<file path="src/rtl/cusf_pkg.sv">
package cusf_pkg;

  localparam int unsigned MAX_PEOPLE = 64;
  localparam int unsigned ROW_W      = 64;
  localparam int unsigned IDX_W      = 6;
  localparam int unsigned CNT_W      = 7;

  typedef enum logic [2:0] {
    S_LOAD,
    S_EL_PRIME,
    S_EL_HEAD,
    S_EL_STEP,
    S_VER,
    S_VER_LAST,
    S_FINISH
  } state_t;

  typedef struct packed {
    logic wr;
    logic el_prime;
    logic el_head;
    logic el_step;
    logic ver_rd;
    logic finish;
  } cmd_t;

  typedef struct packed {
    logic complete;
    logic k_one;
    logic i_last;
    logic out_free;
  } status_t;

  function automatic logic [CNT_W-1:0] eff_count(input logic [CNT_W-1:0] n);
    logic [CNT_W-1:0] r;
    r = n;
    if (n < CNT_W'(2)) r = CNT_W'(2);
    if (n > CNT_W'(MAX_PEOPLE)) r = CNT_W'(MAX_PEOPLE);
    return r;
  endfunction

endpackage

</file>
<file path="src/rtl/cusf_in_if.sv">
interface cusf_in_if;
  logic                        valid;
  logic                        ready;
  logic [cusf_pkg::ROW_W-1:0]  row_bits;

  modport source (output valid, output row_bits, input ready);
  modport sink   (input valid, input row_bits, output ready);
endinterface

</file>
<file path="src/rtl/cusf_out_if.sv">
interface cusf_out_if;
  logic                        valid;
  logic                        ready;
  logic                        found;
  logic [cusf_pkg::IDX_W-1:0]  celebrity_index;

  modport source (output valid, output found, output celebrity_index, input ready);
  modport sink   (input valid, input found, input celebrity_index, output ready);
endinterface

</file>
<file path="src/rtl/cusf_ctrl.sv">
module cusf_ctrl (
  input  logic              clk,
  input  logic              rst_n,
  input  logic              in_valid,
  output logic              in_ready,
  input  cusf_pkg::status_t sts,
  output cusf_pkg::cmd_t    cmd
);

  cusf_pkg::state_t state_r, state_nxt;

  always_ff @(posedge clk) begin
    if (!rst_n) begin
      state_r <= cusf_pkg::S_LOAD;
    end else begin
      state_r <= state_nxt;
    end
  end

  always_comb begin
    state_nxt = state_r;
    case (state_r)
      cusf_pkg::S_LOAD: begin
        if (in_valid && sts.complete) state_nxt = cusf_pkg::S_EL_PRIME;
      end
      cusf_pkg::S_EL_PRIME: state_nxt = cusf_pkg::S_EL_HEAD;
      cusf_pkg::S_EL_HEAD:  state_nxt = cusf_pkg::S_EL_STEP;
      cusf_pkg::S_EL_STEP: begin
        if (sts.k_one) state_nxt = cusf_pkg::S_VER;
      end
      cusf_pkg::S_VER: begin
        if (sts.i_last) state_nxt = cusf_pkg::S_VER_LAST;
      end
      cusf_pkg::S_VER_LAST: state_nxt = cusf_pkg::S_FINISH;
      cusf_pkg::S_FINISH: begin
        if (sts.out_free) state_nxt = cusf_pkg::S_LOAD;
      end
      default: state_nxt = cusf_pkg::S_LOAD;
    endcase
  end

  always_comb begin
    cmd      = '0;
    in_ready = 1'b0;
    case (state_r)
      cusf_pkg::S_LOAD: begin
        in_ready = 1'b1;
        cmd.wr   = in_valid;
      end
      cusf_pkg::S_EL_PRIME: cmd.el_prime = 1'b1;
      cusf_pkg::S_EL_HEAD:  cmd.el_head  = 1'b1;
      cusf_pkg::S_EL_STEP:  cmd.el_step  = 1'b1;
      cusf_pkg::S_VER:      cmd.ver_rd   = 1'b1;
      cusf_pkg::S_VER_LAST: cmd          = '0;
      cusf_pkg::S_FINISH:   cmd.finish   = 1'b1;
      default:              cmd          = '0;
    endcase
  end

endmodule

</file>
<file path="src/rtl/cusf_dp.sv">
module cusf_dp (
  input  logic                        clk,
  input  logic                        rst_n,
  input  logic                        cfg_we,
  input  logic [cusf_pkg::CNT_W-1:0]  cfg_wdata,
  input  logic [cusf_pkg::ROW_W-1:0]  row_bits,
  input  cusf_pkg::cmd_t              cmd,
  output cusf_pkg::status_t           sts,
  output logic                        out_valid,
  input  logic                        out_ready,
  output logic                        out_found,
  output logic [cusf_pkg::IDX_W-1:0]  out_index
);

  logic [cusf_pkg::ROW_W-1:0] mem [cusf_pkg::MAX_PEOPLE];

  logic [cusf_pkg::CNT_W-1:0] count_r;
  logic [cusf_pkg::CNT_W-1:0] n;
  logic [cusf_pkg::CNT_W-1:0] n_m1;
  logic [cusf_pkg::CNT_W-1:0] rows_loaded_r, rows_loaded_nxt;
  logic [cusf_pkg::IDX_W-1:0] cand_r, k_r, i_r;
  logic [cusf_pkg::IDX_W-1:0] rd_addr;
  logic [cusf_pkg::ROW_W-1:0] rd_data_r, cand_row_r, mask;
  logic [cusf_pkg::CNT_W-1:0] ones_r;
  logic                       rdv_r;
  logic                       ok;
  logic                       out_valid_r, found_r;
  logic [cusf_pkg::IDX_W-1:0] index_r;
  logic                       load_out;

  assign n    = cusf_pkg::eff_count(count_r);
  assign n_m1 = n - cusf_pkg::CNT_W'(1);

  always_ff @(posedge clk) begin
    if (!rst_n) begin
      count_r <= cusf_pkg::CNT_W'(2);
    end else if (cfg_we) begin
      count_r <= cfg_wdata;
    end
  end

  // row loading
  assign rows_loaded_nxt = rows_loaded_r + cusf_pkg::CNT_W'(1);
  assign sts.complete    = (rows_loaded_nxt >= n);

  always_ff @(posedge clk) begin
    if (!rst_n) begin
      rows_loaded_r <= '0;
    end else if (cmd.wr) begin
      rows_loaded_r <= sts.complete ? '0 : rows_loaded_nxt;
    end
  end

  always_ff @(posedge clk) begin
    if (cmd.wr && !rows_loaded_r[cusf_pkg::CNT_W-1]) begin
      mem[rows_loaded_r[cusf_pkg::IDX_W-1:0]] <= row_bits;
    end
  end

  always_comb begin
    rd_addr = '0;
    if (cmd.el_prime)     rd_addr = n_m1[cusf_pkg::IDX_W-1:0];
    else if (cmd.el_head) rd_addr = k_r - cusf_pkg::IDX_W'(1);
    else if (cmd.el_step) rd_addr = k_r - cusf_pkg::IDX_W'(2);
    else if (cmd.ver_rd)  rd_addr = i_r;
  end

  always_ff @(posedge clk) begin
    rd_data_r <= mem[rd_addr];
  end

  // elimination scan and column count
  always_ff @(posedge clk) begin
    if (!rst_n) begin
      cand_r <= '0;
      k_r    <= '0;
      i_r    <= '0;
      ones_r <= '0;
      rdv_r  <= 1'b0;
    end else begin
      rdv_r <= cmd.ver_rd;
      if (cmd.el_prime) begin
        cand_r <= n_m1[cusf_pkg::IDX_W-1:0];
        k_r    <= n_m1[cusf_pkg::IDX_W-1:0];
        i_r    <= '0;
        ones_r <= '0;
      end
      if (cmd.el_step) begin
        if (cand_row_r[k_r - cusf_pkg::IDX_W'(1)]) begin
          cand_r <= k_r - cusf_pkg::IDX_W'(1);
        end
        k_r <= k_r - cusf_pkg::IDX_W'(1);
      end
      if (cmd.ver_rd) begin
        i_r <= i_r + cusf_pkg::IDX_W'(1);
      end
      if (rdv_r) begin
        ones_r <= ones_r + cusf_pkg::CNT_W'(rd_data_r[cand_r]);
      end
    end
  end

  always_ff @(posedge clk) begin
    if (cmd.el_head) begin
      cand_row_r <= rd_data_r;
    end else if (cmd.el_step && cand_row_r[k_r - cusf_pkg::IDX_W'(1)]) begin
      cand_row_r <= rd_data_r;
    end
  end

  assign sts.k_one  = (k_r == cusf_pkg::IDX_W'(1));
  assign sts.i_last = ({1'b0, i_r} == n_m1);

  always_comb begin
    for (int j = 0; j < cusf_pkg::ROW_W; j++) begin
      mask[j] = (cusf_pkg::CNT_W'(j) < n);
    end
  end

  assign ok = ((cand_row_r & mask) == '0) && (ones_r == n_m1);

  // result register
  assign sts.out_free = !out_valid_r || out_ready;
  assign load_out     = cmd.finish && sts.out_free;

  always_ff @(posedge clk) begin
    if (!rst_n) begin
      out_valid_r <= 1'b0;
    end else if (load_out) begin
      out_valid_r <= 1'b1;
    end else if (out_ready) begin
      out_valid_r <= 1'b0;
    end
  end

  always_ff @(posedge clk) begin
    if (load_out) begin
      found_r <= ok;
      index_r <= ok ? cand_r : '0;
    end
  end

  assign out_valid = out_valid_r;
  assign out_found = found_r;
  assign out_index = index_r;

endmodule

</file>
<file path="src/rtl/celebrity_universal_sink_finder_top.sv">
// Celebrity finder. Rows of an n x n "knows" matrix arrive one per word,
// row 0 first; n is cfg_wdata (clamped to 2..64, reset 2). Row words are
// taken only in the load state. After row n-1 the block reads the row store
// back over a single read port for the candidate scan, then for the column
// check, and then posts the result; no row is taken in that time, nor while
// it waits for the previous result word to be taken. One result word per
// matrix: found, plus the index (0 when none).
// The result sits in an output register, so loading of the next matrix
// proceeds while it waits to be taken.
module celebrity_universal_sink_finder_top (
  input  logic                        clk,
  input  logic                        rst_n,
  cusf_in_if.sink                     in_word,
  cusf_out_if.source                  out_word,
  input  logic                        cfg_we,
  input  logic [cusf_pkg::CNT_W-1:0]  cfg_wdata
);

  cusf_pkg::cmd_t    cmd;
  cusf_pkg::status_t sts;

  cusf_ctrl u_ctrl (
    .clk      (clk),
    .rst_n    (rst_n),
    .in_valid (in_word.valid),
    .in_ready (in_word.ready),
    .sts      (sts),
    .cmd      (cmd)
  );

  cusf_dp u_dp (
    .clk       (clk),
    .rst_n     (rst_n),
    .cfg_we    (cfg_we),
    .cfg_wdata (cfg_wdata),
    .row_bits  (in_word.row_bits),
    .cmd       (cmd),
    .sts       (sts),
    .out_valid (out_word.valid),
    .out_ready (out_word.ready),
    .out_found (out_word.found),
    .out_index (out_word.celebrity_index)
  );

endmodule

</file>
<file path="src/flat_wrapper.sv">
// flat-port wrapper written by rule: the top's interface ports become plain ports
module celebrity_universal_sink_finder_top_flat 
  (clk, rst_n, cfg_we, cfg_wdata, in_word_valid, in_word_row_bits, in_word_ready, out_word_valid, out_word_found, out_word_celebrity_index, out_word_ready);
  cusf_in_if in_word_i ();
  cusf_out_if out_word_i ();
  input  logic clk;
  input  logic rst_n;
  input  logic cfg_we;
  input  logic [cusf_pkg::CNT_W-1:0] cfg_wdata;
  input wire logic [$bits(in_word_i.valid)-1:0] in_word_valid;
  input wire logic [$bits(in_word_i.row_bits)-1:0] in_word_row_bits;
  output wire logic [$bits(in_word_i.ready)-1:0] in_word_ready;
  output wire logic [$bits(out_word_i.valid)-1:0] out_word_valid;
  output wire logic [$bits(out_word_i.found)-1:0] out_word_found;
  output wire logic [$bits(out_word_i.celebrity_index)-1:0] out_word_celebrity_index;
  input wire logic [$bits(out_word_i.ready)-1:0] out_word_ready;
  assign in_word_i.valid = in_word_valid;
  assign in_word_i.row_bits = in_word_row_bits;
  assign in_word_ready = in_word_i.ready;
  assign out_word_valid = out_word_i.valid;
  assign out_word_found = out_word_i.found;
  assign out_word_celebrity_index = out_word_i.celebrity_index;
  assign out_word_i.ready = out_word_ready;
  celebrity_universal_sink_finder_top u_core (.clk(clk), .rst_n(rst_n), .in_word(in_word_i), .out_word(out_word_i), .cfg_we(cfg_we), .cfg_wdata(cfg_wdata));
endmodule
</file>
<file path="config.mk">
export PLATFORM = sky130hd
export DESIGN_NAME = celebrity_universal_sink_finder_top_flat
export DESIGN_NICKNAME = d
export VERILOG_FILES = /design/src/rtl/cusf_pkg.sv /design/src/rtl/cusf_in_if.sv /design/src/rtl/cusf_out_if.sv /design/src/rtl/cusf_ctrl.sv /design/src/rtl/cusf_dp.sv /design/src/rtl/celebrity_universal_sink_finder_top.sv /design/src/flat_wrapper.sv
export SDC_FILE = /design/constraint.sdc
export NUM_CORES = 2
export LEC_CHECK = 0
export BUFFER_PORTS_ARGS = -buffer_cell sky130_fd_sc_hd__buf_2
export CORE_UTILIZATION = 30
export DETAILED_ROUTE_END_ITERATION = 10
export GPL_ROUTABILITY_DRIVEN = 0
export SLEW_MARGIN = 30
export SYNTH_ARGS = -nofsm -noshare
export SYNTH_HDL_FRONTEND = slang
export SYNTH_SLANG_ARGS = --single-unit
</file>
<file path="constraint.sdc">
create_clock -name clk -period 7.5 [get_ports clk]
set_input_delay 0.375 -clock clk [delete_from_list [all_inputs] [get_ports clk]]
set_output_delay 0.375 -clock clk [all_outputs]
set_load 0.005 [all_outputs]
</file>
=== After elaboration in Yosys (flattened, before gate mapping) ===
Memories as Yosys holds them, arrays and structs flattened. A register that Yosys moved wholly into a read port is not among the register bits.
Cells that the tools add are included.

* Input port bits: 76
* Output and inout bits: 9
* Memory bits (writable): 4,096
* Memories: 1
* Logic and storage cells: 156
* Bits in registers: 115

* Reductions and logical operators: 16
* Bitwise operators: 1
* Add/subtract/negate cells: 6
* Mux-type cells: 38
* $lt $le $gt $ge: 69
* Equal/unequal tests: 13

{| class="wikitable"
|+ Memories
! name !! words !! bits a word !! rd ports !! clocked after Yosys merged registers in !! wr ports !! line !! RTL
|-
| u_core.u_dp.mem || 64 || 64 || 1 || 1 || 1 || cusf_dp.sv:15 || <nowiki>logic [cusf_pkg::ROW_W-1:0] mem [cusf_pkg::MAX_PEOPLE];</nowiki>
|}

{| class="wikitable"
|+ Operator list
! cell !! count
|-
| 6-bit by 7-bit less-than comparator with 1-bit output (first input constant) || 32
|-
| 64-bit two-way mux || 2
|-
| 5-bit by 7-bit less-than comparator with 1-bit output (first input constant) || 16
|-
| 6-bit two-way mux || 11
|-
| 64-bit bitwise AND || 1
|-
| 64-bit logical NOT || 1
|-
| 4-bit by 7-bit less-than comparator with 1-bit output (first input constant) || 8
|-
| 7-bit two-way mux || 5
|-
| 3-bit by 7-bit less-than comparator with 1-bit output (first input constant) || 4
|-
| 3-bit one-hot mux with 7 select lines || 1
|-
| 1-bit by 7-bit less-than comparator with 1-bit output (first input constant) || 2
|-
| 2-bit by 7-bit less-than comparator with 1-bit output (first input constant) || 2
|-
| 6-bit by 7-bit less-than comparator with 1-bit output (second input constant) || 2
|-
| 1-bit two-way mux || 13
|-
| 1-bit binary-select mux with 6-bit select || 2
|-
| 3-bit two-way mux || 4
|-
| 2-bit nonzero test || 5
|-
| 3-bit equality test (second input constant) || 3
|-
| 7-bit by 1-bit adder with 7-bit output || 1
|-
| 7-bit by 1-bit adder with 7-bit output (second input constant) || 1
|-
| 6-bit by 7-bit equality test with 1-bit output || 1
|-
| 7-bit equality test || 1
|-
| 7-bit >= comparator || 1
|-
| 7-bit greater-than comparator (second input constant) || 1
|-
| other kinds (15) || 23
|}

=== Logic depth before layout (Yosys ltp) ===
* Word-level depth: 7
* Depth in mapped cells: 17
* Depth with buffers taken out: 12

=== Modules after synthesis ===
A second synthesis with hierarchy kept.

* Cell total of the unflattened synthesis: 11,599
* Area total of the unflattened synthesis: 167,777.2 µm²

{| class="wikitable"
|+ Modules (own cells, without submodules)
! module !! seq. area each (µm²) !! area an instance (µm²) !! instances !! cells each
|-
| cusf_dp || 127,232.0 || 167,560.7 || 1 || 11,571
|-
| cusf_ctrl || 60.1 || 216.5 || 1 || 28
|}

=== Least setup slack after synthesis ===
Ideal clock, no wire load.

* Kind: register to register
* From: register u_core.u_ctrl.state_r[0]
* To: memory u_core.u_dp.mem[55][0] in the netlist's numbering, enable pin
* Stages on the path, launching flop included: 8
* Data arrival time: 4.418 ns
* Library setup time: 0.487 ns
* Setup slack: 2.596 ns
* Clock period less this slack: 4.904 ns
* Data required time: 7.013 ns
* Path buffers: 2
* Path through: dfxtp_1 -> buf_2 -> buf_2 -> nor3_1 -> nand2_1 -> nor3b_1 -> nand3_1 -> nor2_1

* Longest elaborated chain between the ends: 5

{| class="wikitable"
|+ RTL lines
! element !! line !! RTL
|-
| from (decl) || cusf_ctrl.sv:10 || <nowiki>cusf_pkg::state_t state_r, state_nxt;</nowiki>
|-
| from (signal assigned) || cusf_ctrl.sv:14 || <nowiki>state_r <= cusf_pkg::S_LOAD;</nowiki>
|-
| from (signal assigned) || cusf_ctrl.sv:16 || <nowiki>state_r <= state_nxt;</nowiki>
|-
| 3-bit logical NOT || cusf_ctrl.sv:45 || <nowiki>case (state_r)</nowiki>
|-
| 1-bit two-way mux || cusf_ctrl.sv:45 ||
|-
| 1-bit logical AND || cusf_dp.sv:55 || <nowiki>if (cmd.wr && !rows_loaded_r[cusf_pkg::CNT_W-1]) begin</nowiki>
|-
| 1-bit two-way mux || cusf_dp.sv:55 ||
|-
| 1-bit two-way mux (not written as such) || cusf_dp.sv:56 || <nowiki>mem[rows_loaded_r[cusf_pkg::IDX_W-1:0]] <= row_bits;</nowiki>
|-
| to (decl) || cusf_dp.sv:15 ||
|}

Every way passes these cells.

=== Worst setup path after layout ===
* From: register u_core.u_dp.count_r[3] in the netlist's numbering
* To: register u_core.u_dp.rd_data_r[57] in the netlist's numbering, read port of u_core.u_dp.mem

* Longest elaborated chain between the ends: 5
* Elaborated cells on any way between the ends: 6
* Classes of those cells: add/sub (1); order compare (2); mux (3)

{| class="wikitable"
|+ RTL lines
! element !! line !! RTL
|-
| from (decl) || cusf_dp.sv:17 || <nowiki>logic [cusf_pkg::CNT_W-1:0] count_r;</nowiki>
|-
| from (signal assigned) || cusf_dp.sv:36 || <nowiki>count_r <= cusf_pkg::CNT_W'(2);</nowiki>
|-
| from (signal assigned) || cusf_dp.sv:38 || <nowiki>count_r <= cfg_wdata;</nowiki>
|-
| 7-bit by 2-bit less-than comparator with 1-bit output || cusf_pkg.sv:37 || <nowiki>if (n < CNT_W'(2)) r = CNT_W'(2);</nowiki>
|-
| 7-bit two-way mux || cusf_pkg.sv:37 ||
|-
| 7-bit two-way mux (*) || cusf_pkg.sv:38 || <nowiki>if (n > CNT_W'(MAX_PEOPLE)) r = CNT_W'(MAX_PEOPLE);</nowiki>
|-
| 7-bit by 1-bit subtractor with 7-bit output (*) || cusf_dp.sv:32 || <nowiki>assign n_m1 = n - cusf_pkg::CNT_W'(1);</nowiki>
|-
| 6-bit two-way mux (*) || cusf_dp.sv:62 || <nowiki>if (cmd.el_prime) rd_addr = n_m1[cusf_pkg::IDX_W-1:0];</nowiki>
|-
| to (decl) || cusf_dp.sv:23 || <nowiki>logic [cusf_pkg::ROW_W-1:0] rd_data_r, cand_row_r, mask;</nowiki>
|}

Mark *: on every way between the ends. The rest lies on a longest branch, timed or not.
A chain may end at the register's enable or synchronous reset.

==> impl_metrics.py <==
metrics = {
    "worst_setup_path": {
        "reg2reg_depth": 13,
        "worstSetupStartpointType": "register",
        "rrSetupSlack_ns": 1.87,
        "end_kind": "register",
        "crit_start": "u_core.u_dp.count_r[3]",
        "r2r_end": "u_core.u_dp.rd_data_r[57]",
        "reg2reg_from": "u_core.u_dp.count_r[3]",
        "required_ns": 8.24,
        "cp_max_fo": 21,
        "critPathKind": "reg -> reg",
        "cp.arrival_ns": 6.38,
    },
    "final_layout": {
        "final_nets": 9107,
        "drive_gt1_frac": 0.203,
        "layout_commonest_cell": "edfxtp_1",
        "post-route-util": 0.347,
        "syn_to_final_growth_pct": 15.3,
        "nFillCells": 50600,
        "final_cell_mix": "edfxtp_1 (4,167), nand2_1 (1,132), mux4_2 (830)",
    },
    "clock_network": {
        "clock_path_buffers": 4,
        "numCtsBuffers": 398,
        "post_cts_buffers": 0,
        "cts_sinks": 4275,
        "cts_root_buf": "clkbuf_16",
        "h-tree-depth": 5,
        "worst_skew_pair.late_latency_ns": 0.98,
        "clk_pin_slew_worst_paths_ns": 0.07,
        "cts_tree": "built",
    },
    "synth": {
        "synth_seq_cells": 4275,
        "synth_edf_count": 4167,
        "yosysTopAreaCellShare": 0.756,
        "synth-seq-area-share": 0.770,
        "yosysTopAreaCell": "edfxtp_1",
        "ys_warn_count": 0,
        "avgSynthCellArea_um2": 19.1,
        "mappedNetlistArea_mm2": 0.165,
        "synthTopCellsByArea": "edfxtp_1 (76%), mux4_2 (11%), nand2_1 (2.6%)",
        "ys_async_sr_fraction": 0,
        "synth_ff_type": "edfxtp_1",
        "syn_nets": 8764,
        "synth_cell_types": 77,
        "syn_inst": 8671,
    },
    "routing": {
        "vias_per_cell": 5.48,
        "vias": 91000,
        "final_antenna_net_count": 0,
        "drcViolationCount": 0,
        "drt_wl_total_um": 522000,
        "wl_per_cell_um": 31.4,
        "dr.pass1.iters": 6,
        "drt_iter0_drc": 12200,
    },
    "grt": {
        "grt_pass1_vias": 89100,
        "grt_pass1_wl_um": 717000,
        "grt_usage": 0.183,
        "grt_antenna_before_repair": 45,
        "grt_max_degree": 92,
        "overflow": 0,
    },
    "min_path": {
        "hold_path_class": "in -> reg",
        "holdPathEnd": "u_core.u_dp.mem[11][35]",
        "hp-start": "in_word_row_bits[35]",
        "hold_path_depth": 1,
    },
    "status": {
        "status": "finished with violations",
        "violations": "hold timing",
    },
    "placed_design": {
        "io_buffers": 84,
        "dp_hpwl_um": 280000,
    },
    "sta": {
        "fin_crit_sh": 0.751,
        "skew_ns": 0.0902,
        "setup_viol": 0,
        "hold_viol_final": 15,
        "finalSetupTns_ns": 0,
        "rsz0062_at_grt": "false",
        "max-slew-margin-rel": 0.279,
        "worst_pin_slew_ns": 1.08,
        "max_freq_ghz": 0.178,
        "slew_viol_final": 0,
        "holdWs_ns": -0.00743,
        "min_period_ns": 5.63,
    },
    "power_and_ir_drop": {
        "p_leak_nw": 59.9,
        "design_power_total_mw": 66.9,
        "p_per_area_mw_per_mm2": 351,
        "vdd_drop_max_uv": 331,
    },
    "floorplanning": {
        "die_w_um": 745,
        "fp.dieH_um": 745,
        "row_count": 272,
        "pin_count": 85,
        "start_util": 0.301,
        "core_area_mm2": 0.549,
        "die_area_mm2": 0.554,
    },
    "job": {
        "drv_cap": 0,
    },
}
worst max-delay path, cell delays in order, from the launching register on:
cell and delay [ns]:
dfxtp_1 0.77, or3_1 0.24, o311a_1 0.43, inv_1 0.09, ha_1 0.28, xnor2_1 0.85
a21oi_1 0.24, nor2_4 0.68, buf_4 0.40, buf_4 0.39, a32o_1 0.21, a221oi_1 0.09
o22ai_1 0.57, a211oi_1 0.11
stage by stage:
step,cell area [um2],hold WS [ns],worst slack (ns),instances
global placement,176000,0.459,1.78,15800
CTS,190000,0.0872,1.96,16600
detailed placement,177000,0.449,2.02,15800
global route,191000,0.000668,1.64,16600
finish,191000,-0.00743,1.87,16600
floorplan,165000,0.403,2.60,8671
worst max-delay path by stage:
stage	endpoint	slack (ns)	cells past startpoint
after global placement	u_core.u_dp.rd_data_r[47]	1.78	14
final	u_core.u_dp.rd_data_r[57]	1.87	13
after global routing	u_core.u_dp.rd_data_r[0]	1.64	14
after detailed placement	u_core.u_dp.rd_data_r[45]	2.02	14
after CTS	u_core.u_dp.rd_data_r[57]	1.96	13
after floorplan	u_core.u_dp.mem[55][0]	2.60	7
logic make-up (layout without fill, tap and decap cells):
kind of cell,after synthesis,after routing,synth area share
flops,4275,4275,0.770
xor+xnor,26,26,0.00138
simple gates,1893,1893,0.0491
mux,1096,1096,0.129
compound gates,834,834,0.0344
other cells,0,21,0
buf+inv,530,1197,0.0151
fa+ha+maj,17,17,0.00129
per-layer routing:
layer	vias to the layer above	track usage	routed length, um
met1	48900	0.235	199000
li1	35800	-	-
met2	5187	0.297	247000
met5	-	0.00208	278
met4	20	0.0886	28400
met3	1108	0.0350	47100
report_power, final:
part / switching, mW / leakage, nW / internal [mW]
sequential: 0.828 / 38.4 / 26.8
clock: 8.92 / 6.29 / 11.4
combinational: 11.6 / 15.2 / 7.38
total: 21.3 / 59.9 / 45.6
final cells by class:
type	instances	area, um2	share of cell area
flip-flops and latches	4275	127000	0.667
multi-input cells	3866	36300	0.190
clock buffers	518	10800	0.0566
well taps	7261	9080	0.0476
repair buffers	461	5040	0.0265
clock inverters	206	2100	0.0110
diodes	21	52.6	0.000276
inverters	12	45.0	0.000236
state kept, by name, indices dropped and copies added (netlist names), 7 cells and up:
signal,cells
u_core.u_dp.mem,4096
u_core.u_dp.cand_row_r,64
u_core.u_dp.rd_data_r,64
u_core.u_dp.count_r,7
u_core.u_dp.ones_r,7
u_core.u_dp.rows_loaded_r,7
Yosys cell counts (all sizes together) (7+ instances only):
master / number
edfxtp: 4167
nand2: 1134
mux4: 830
nand3: 374
buf: 272
mux2i: 255
clkbuf: 246
nor2: 190
a21oi: 178
o21ai: 150
dfxtp: 108
a31oi: 81
a32oi: 77
o22ai: 54
a21o: 46
a311oi: 39
a221oi: 37
a311o: 33
nand4: 29
and2: 26
and3: 25
a32o: 24
nor2b: 23
nor3b: 19
a22oi: 17
ha: 17
nor4: 17
nor3: 16
o21a: 15
xor2: 14
a2111oi: 12
o211ai: 12
or3: 12
xnor2: 12
inv: 11
mux2: 11
a21boi: 10
nand2b: 7
o2111ai: 7
what timing repair did:
| item | 4_1_cts | 5_1_grt |
|---|---|---|
| hold buffers | 35 | 44 |
| resized for setup | 0 | 0 |
| hold endpoints to repair | 375 | 1356 |
Note: power is estimated with default switching activity, not from simulation.
